--- src/sv/tcsq_pkg.sv ---
// Package for the two-class service queue: depth, widths, request kinds,
// result status codes and the control structs shared by the queue modules.
// No dependencies.
package tcsq_pkg;

  localparam int QUEUE_DEPTH = 8;
  localparam int CNT_W       = $clog2(QUEUE_DEPTH + 1);
  localparam int TICKET_W    = 16;
  localparam int PORT_W      = 4;

  localparam logic [1:0] KIND_ENQ_PRIORITY = 2'd0;
  localparam logic [1:0] KIND_ENQ_NORMAL   = 2'd1;
  localparam logic [1:0] KIND_SERVE        = 2'd2;

  localparam logic [2:0] ST_ENQUEUED = 3'd0;
  localparam logic [2:0] ST_FULL     = 3'd1;
  localparam logic [2:0] ST_SERVED   = 3'd2;
  localparam logic [2:0] ST_EMPTY    = 3'd3;
  localparam logic [2:0] ST_UNKNOWN  = 3'd4;

  localparam logic CLASS_NORMAL   = 1'b0;
  localparam logic CLASS_PRIORITY = 1'b1;

  localparam logic [PORT_W-1:0] PORT_PRIORITY = 4'd1;
  localparam logic [PORT_W-1:0] PORT_LAST     = 4'd4;

  typedef struct packed {
    logic load;
    logic shift;
  } cell_ctl_t;

  typedef struct packed {
    logic push;
    logic pop;
  } queue_ctl_t;

  typedef struct packed {
    logic full;
    logic empty;
  } queue_stat_t;

endpackage

--- src/sv/tcsq_cell.sv ---
// One storage cell of a shifting ticket queue.
// Loads a new ticket or takes its neighbor's ticket on a pop. Depends on tcsq_pkg.
module tcsq_cell (
  input  logic                          clk,
  input  tcsq_pkg::cell_ctl_t           ctl,
  input  logic [tcsq_pkg::TICKET_W-1:0] din,
  input  logic [tcsq_pkg::TICKET_W-1:0] nbr,
  output logic [tcsq_pkg::TICKET_W-1:0] q
);
  import tcsq_pkg::*;

  always_ff @(posedge clk) begin
    if (ctl.shift) begin
      q <= nbr;
    end else if (ctl.load) begin
      q <= din;
    end
  end

endmodule

--- src/sv/tcsq_queue.sv ---
// Ticket FIFO built as a row of cells; the head is always cell 0.
// Tickets move one cell toward the head on each pop. Depends on tcsq_pkg, tcsq_cell.
module tcsq_queue (
  input  logic                          clk,
  input  logic                          rst,
  input  tcsq_pkg::queue_ctl_t          ctl,
  input  logic [tcsq_pkg::TICKET_W-1:0] din,
  output logic [tcsq_pkg::TICKET_W-1:0] head,
  output tcsq_pkg::queue_stat_t         stat
);
  import tcsq_pkg::*;

  logic [CNT_W-1:0]    count;
  logic [TICKET_W-1:0] cell_q [QUEUE_DEPTH];

  for (genvar i = 0; i < QUEUE_DEPTH; i++) begin : g_cell
    cell_ctl_t           cctl;
    logic [TICKET_W-1:0] nbr;

    assign cctl.shift = ctl.pop;
    assign cctl.load  = ctl.push && (count == CNT_W'(i));

    if (i == QUEUE_DEPTH - 1) begin : g_tail
      assign nbr = cell_q[i];
    end else begin : g_mid
      assign nbr = cell_q[i+1];
    end

    tcsq_cell u_cell (
      .clk (clk),
      .ctl (cctl),
      .din (din),
      .nbr (nbr),
      .q   (cell_q[i])
    );
  end

  always_ff @(posedge clk) begin
    if (rst) begin
      count <= '0;
    end else if (ctl.push && !ctl.pop) begin
      count <= count + CNT_W'(1);
    end else if (ctl.pop && !ctl.push) begin
      count <= count - CNT_W'(1);
    end
  end

  assign head       = cell_q[0];
  assign stat.full  = (count == CNT_W'(QUEUE_DEPTH));
  assign stat.empty = (count == '0);

endmodule

--- src/sv/two_class_service_queue.sv ---
// Two-class service queue: strict-priority scheduler over two ticket FIFOs.
// Top level; depends on tcsq_pkg and tcsq_queue.
//
// Each input transfer is an enqueue (priority or normal) or a serve request
// from port 1..4; every transfer gives exactly one registered result
// transfer. Port 1 serves the priority queue first, ports 2..4 only the normal
// queue. One item per cycle: each queue is a row of QUEUE_DEPTH cells that
// shifts once per pop, so push, pop and status all update together; the
// result register admits a new item whenever it is empty or being drained.
module two_class_service_queue (
  input  logic        clk,
  input  logic        rst,
  input  logic        s_tvalid,
  output logic        s_tready,
  input  logic [23:0] s_tdata,   // ticket[15:0], port[19:16], zero[23:20]
  input  logic [1:0]  s_tuser,   // kind[1:0]
  output logic        m_tvalid,
  input  logic        m_tready,
  output logic [23:0] m_tdata,   // served_ticket[15:0], served_port[19:16],
                                 // served_class[20], zero[23:21]
  output logic [2:0]  m_tuser    // status[2:0]
);
  import tcsq_pkg::*;

  logic                accept;
  logic [1:0]          kind;
  logic [TICKET_W-1:0] ticket;
  logic [PORT_W-1:0]   port;
  logic                port_ok;

  queue_ctl_t          pri_ctl, nrm_ctl;
  queue_stat_t         pri_stat, nrm_stat;
  logic [TICKET_W-1:0] pri_head, nrm_head;

  logic [2:0]          status_next;
  logic [TICKET_W-1:0] ticket_next;
  logic                class_next;

  logic [2:0]          status;
  logic [TICKET_W-1:0] served_ticket;
  logic [PORT_W-1:0]   served_port;
  logic                served_class;

  assign kind    = s_tuser;
  assign ticket  = s_tdata[TICKET_W-1:0];
  assign port    = s_tdata[TICKET_W +: PORT_W];
  assign port_ok = (port >= PORT_PRIORITY) && (port <= PORT_LAST);

  assign s_tready = !m_tvalid || m_tready;
  assign accept   = s_tvalid && s_tready;

  always_comb begin
    pri_ctl     = '0;
    nrm_ctl     = '0;
    status_next = ST_UNKNOWN;
    ticket_next = '0;
    class_next  = CLASS_NORMAL;
    case (kind)
      KIND_ENQ_PRIORITY: begin
        class_next = CLASS_PRIORITY;
        if (pri_stat.full) begin
          status_next = ST_FULL;
        end else begin
          status_next  = ST_ENQUEUED;
          pri_ctl.push = accept;
        end
      end
      KIND_ENQ_NORMAL: begin
        if (nrm_stat.full) begin
          status_next = ST_FULL;
        end else begin
          status_next  = ST_ENQUEUED;
          nrm_ctl.push = accept;
        end
      end
      KIND_SERVE: begin
        if (port_ok) begin
          if (port == PORT_PRIORITY && !pri_stat.empty) begin
            status_next = ST_SERVED;
            ticket_next = pri_head;
            class_next  = CLASS_PRIORITY;
            pri_ctl.pop = accept;
          end else if (!nrm_stat.empty) begin
            status_next = ST_SERVED;
            ticket_next = nrm_head;
            nrm_ctl.pop = accept;
          end else begin
            status_next = ST_EMPTY;
          end
        end
      end
      default: begin
        status_next = ST_UNKNOWN;
      end
    endcase
  end

  tcsq_queue u_pri (
    .clk  (clk),
    .rst  (rst),
    .ctl  (pri_ctl),
    .din  (ticket),
    .head (pri_head),
    .stat (pri_stat)
  );

  tcsq_queue u_nrm (
    .clk  (clk),
    .rst  (rst),
    .ctl  (nrm_ctl),
    .din  (ticket),
    .head (nrm_head),
    .stat (nrm_stat)
  );

  always_ff @(posedge clk) begin
    if (rst) begin
      m_tvalid <= 1'b0;
    end else if (accept) begin
      m_tvalid <= 1'b1;
    end else if (m_tready) begin
      m_tvalid <= 1'b0;
    end
  end

  always_ff @(posedge clk) begin
    if (accept) begin
      status        <= status_next;
      served_ticket <= ticket_next;
      served_port   <= port;
      served_class  <= class_next;
    end
  end

  assign m_tuser = status;
  assign m_tdata = {3'b000, served_class, served_port, served_ticket};

endmodule

--- config.mk ---
export PLATFORM = sky130hd
export DESIGN_NAME = two_class_service_queue
export DESIGN_NICKNAME = d
export VERILOG_FILES = /design/src/sv/tcsq_pkg.sv /design/src/sv/tcsq_cell.sv /design/src/sv/tcsq_queue.sv /design/src/sv/two_class_service_queue.sv
export SDC_FILE = /design/constraint.sdc
export NUM_CORES = 1
export LEC_CHECK = 0
export BUFFER_PORTS_ARGS = -buffer_cell sky130_fd_sc_hd__clkbuf_2
export CORE_AREA = 5 5 155 157
export CTS_CLUSTER_DIAMETER = 100
export DETAILED_ROUTE_END_ITERATION = 10
export DIE_AREA = 0 0 160 162
export GPL_TIMING_DRIVEN = 0
export PLACE_DENSITY = 0.72
export SYNTH_ARGS = -nofsm -noshare
export SYNTH_HDL_FRONTEND = slang
export SYNTH_SLANG_ARGS = --single-unit
--- constraint.sdc ---
create_clock -name clk -period 4.2 [get_ports clk]
set_clock_uncertainty 0.2 [all_clocks]
set_input_delay 0.21 -clock clk [delete_from_list [all_inputs] [get_ports clk]]
set_output_delay 0.21 -clock clk [all_outputs]
set_load 0.02 [all_outputs]
==> summary.txt <==
STA
  – Worst slew margin: 0.383
  – Setup_tns: 0 ps
  – Fin crit share: 0.859
  – RSZ-0062 raised after global routing: false
  – Final hold vios: 0
  – Worst slew pin tran: 922 ps
  – Fmax: 0.277 GHz
  – Min Tclk post-route: 3610 ps
  – Worst hold margin: 243 ps
  – Final setup viols: 0
  – Max Slew Vio Count: 0

Floorplan
  – Die Ht: 162 um
  – Area of the core: 22400 sq um
  – IO Pins: 59
  – Row cnt: 55
  – Die ar.: 25900 sq um
  – Initial Util: 0.543
  – Chip width: 160 um

Critical path
  – Worst-path cell chain: nand2b_1 > and2_2 > nor3b_2 > buf_2 > buf_2 > inv_1 > ha_1 > or4_1 > a21oi_1 > xnor2_1 > nor2_1
  – Worst r2r src: m_tvalid$_SDFFE_PP0P_
  – CP top delay family: simple AND/OR/NAND/NOR gates
  – Worst EP arrival: 3820 ps
  – Worst setup startpoint: m_tvalid$_SDFFE_PP0P_
  – Crit path top cell by count: buf_2
  – CP Launch Type: register
  – Slowest stage delay, CP: 570 ps
  – CP max stage cell: and2_2
  – Critical path endpoint category: register
  – Crit path kind: register to register
  – Worst-path maximum fanout: 27
  – CP required: 4420 ps
  – Bufs and invs on worst path: 3

Yosys
  – Mapped Area: 12100 sq um
  – Mapped Cells: 701
  – Avg Cell Area, Syn: 17.3 sq um
  – Seq cells post-synth: 289
  – YS warnings: 0
  – Post-synth cell types: 39
  – Post-synthesis sequential area ratio: 0.707

Final layout
  – Share of layout cells above drive strength 1: 0.306
  – Area growth, synth to finish: 14.7%
  – Fillers: 1576
  – # diodes: 0
  – # nets final: 851
  – Core Util, Final: 0.623

Placed design
  – Port Buffer Count: 50
  – Gp weighted congestion: 0.751
  – Dpl hpwl: 15900 um

Status
  – Status: finished clean

Routing
  – Vias/cell: 5.68
  – Final WL: 22700 um
  – Per-cell routed wire length: 20.3 um
  – Via count: 6334
  – Remaining DRCs: 0
  – DR iter-0 viols: 352
  – Detailed Routing Iterations Pass 1: 4
  – Remaining antenna violation count: 0

Clock tree
  – # H-tree levels: 1
  – Clock latency on the worst-skew pair: 540 ps
  – Total clock sinks: 289
  – CTS Buffer Depth: 3
  – Reg clk slew, reported paths: 60 ps
  – CTS tree: built
  – Total clock buffers created by CTS: 30
  – Post-CTS setup buffers: 0
  – Clock root buffer master: clkbuf_16

Power and ir drop
  – PwrDens: 434 nW/um^2
  – Max rail drop VDD: 0.364 mV
  – Leakage power: 5.39 nW

Global route
  – Vias in the first global route: 6664
  – GRT Total Usage: 0.175
  – Aggregate global routing overflow: 0
  – Largest net degree at the start of global routing: 28
  – Initial antenna violation count: 0
  – First-pass GRT wire length: 36000 um

Min path
  – HP Start: s_tdata[16]
  – Min-Delay Path Class: input port to register

Job
  – MaxCap Viol Count: 0
[timing repair]
| item | 4_1_cts | 5_1_grt |
|---|---|---|
| endpoints found under the setup margin | 0 | 1 |
| hold buffers | 25 | 0 |
| endpoints found under the hold margin | 110 | 0 |
| resized for setup | 0 | 1 |
[final cells by class]
| cell class | count | area, sq um | area share |
|---|---|---|---|
| plain buffers | 40 | 334 | 0.0240 |
| clock buffers | 36 | 795 | 0.0570 |
| clock inverters | 15 | 119 | 0.00853 |
| inverters | 26 | 97.6 | 0.00700 |
| multi-input cells | 348 | 3140 | 0.225 |
| flip-flops and latches | 289 | 8590 | 0.616 |
| well taps | 285 | 357 | 0.0256 |
| repair buffers | 76 | 508 | 0.0364 |
[cells in the final DEF, fill, tap and decap left out, drive strengths merged, types with 3 or more instances in the layout]
cell | Yosys | final
edfxtp | 280 | 280
a21o | 124 | 124
mux2 | 112 | 112
clkbuf | 2 | 88
buf | 38 | 39
inv | 26 | 27
dlygate4sd3 | 0 | 25
a31oi | 17 | 17
a22o | 16 | 16
nor2 | 12 | 12
clkinv | 0 | 12
ha | 10 | 10
a21oi | 9 | 9
dfxtp | 9 | 9
o21ai | 6 | 6
nand4 | 4 | 4
nor3 | 4 | 4
xor2 | 4 | 4
and3 | 4 | 4
or3 | 3 | 3
conb | 1 | 3
and2 | 3 | 3
[cells in the mapped netlist]
| cell | n | share of area |
|---|---|---|
| a31oi_4 | 10 | 0.018 |
| nor4b_1 | 1 | 0.00072 |
| ha_1 | 10 | 0.010 |
| a21oi_1 | 9 | 0.0037 |
| a22o_1 | 16 | 0.012 |
| dfxtp_1 | 9 | 0.015 |
| a21o_1 | 124 | 0.077 |
| mux2i_1 | 2 | 0.0016 |
| or4_1 | 2 | 0.0012 |
| inv_2 | 1 | 0.00031 |
| o21bai_1 | 1 | 0.00062 |
| conb_1 | 1 | 0.00031 |
| o21ai_1 | 1 | 0.00041 |
| a31oi_1 | 7 | 0.0036 |
| buf_2 | 6 | 0.0025 |
| and2_1 | 3 | 0.0015 |
| nand4_1 | 4 | 0.0021 |
| or3b_4 | 1 | 0.00093 |
| nand3_1 | 1 | 0.00041 |
| and3_1 | 2 | 0.0010 |
| o22ai_1 | 1 | 0.00052 |
| nor2_1 | 12 | 0.0037 |
| edfxtp_1 | 280 | 0.69 |
| clkbuf_1 | 2 | 0.00062 |
| or3_1 | 3 | 0.0015 |
| buf_4 | 17 | 0.011 |
| buf_6 | 15 | 0.014 |
| and3_4 | 2 | 0.0019 |
| nor3b_2 | 1 | 0.0010 |
| mux2_2 | 112 | 0.10 |
| and3b_1 | 1 | 0.00072 |
| o21ai_0 | 5 | 0.0021 |
| nand2_1 | 1 | 0.00031 |
| nand2b_1 | 2 | 0.0010 |
| nor3b_1 | 1 | 0.00062 |
| nor3_1 | 4 | 0.0016 |
| inv_1 | 25 | 0.0077 |
| xor2_1 | 4 | 0.0029 |
| xnor2_1 | 2 | 0.0014 |
[routing by layer]
layer	share of wire	global-route usage	routed length [um]
met1	0.42	0.228	9620
met3	0.054	0.0307	1220
met4	0.022	0.0461	490
met5	0	0	0
met2	0.50	0.307	11300
[kinds of logic (layout without fill, tap and decap cells)]
kind of cell	after synthesis	count (layout)	synth area share
fa+ha+maj	10	10	0.0103
compound gates	174	174	0.117
buf+inv	66	193	0.0355
xor+xnor	6	6	0.00433
mux	114	114	0.105
other cells	1	3	0.000309
simple gates	41	41	0.0204
flops	289	289	0.707
[report_power, final]
part	leakage, nW	switching, mW	internal [mW]	total, mW
sequential	2.62	0.0218	3.21	3.23
combinational	2.32	0.193	0.151	0.344
clock	0.446	1.02	1.45	2.47
[state kept, by name, indices dropped and copies added, names as in the netlist]
signal / flops
m_tuser: 3
m_tvalid: 1
served_class: 1
served_port: 4
served_ticket: 16
u_nrm.count: 4
u_nrm.g_cell.u_cell.q: 128
u_pri.count: 4
u_pri.g_cell.u_cell.q: 128
[stage by stage]
| step | cells | power [mW] | instance area, sq um | setup slack (ps) |
|---|---|---|---|---|
| floorplan | 703 | 3.51 | 12200 | 782 |
| global placement | 1038 | 3.60 | 12800 | 310 |
| detailed placement | 1039 | 3.62 | 12800 | 178 |
| CTS | 1115 | 6.09 | 13900 | 189 |
| global route | 1115 | 6.25 | 13900 | 317 |
| finish | 1115 | 6.05 | 13900 | 593 |
[worst paths after layout]
check	slack (ps)	cells past startpoint	end
hold reg to reg	310	1	u_nrm.g_cell[5].u_cell.q[12]$_DFFE_PP_
hold / removal	240	2	served_port[0]$_DFFE_PN_
setup reg to reg	590	11	u_pri.count[3]$_SDFFE_PP0P_
setup / recovery	590	11	u_pri.count[3]$_SDFFE_PP0P_
(Power assumes the default switching activity.)
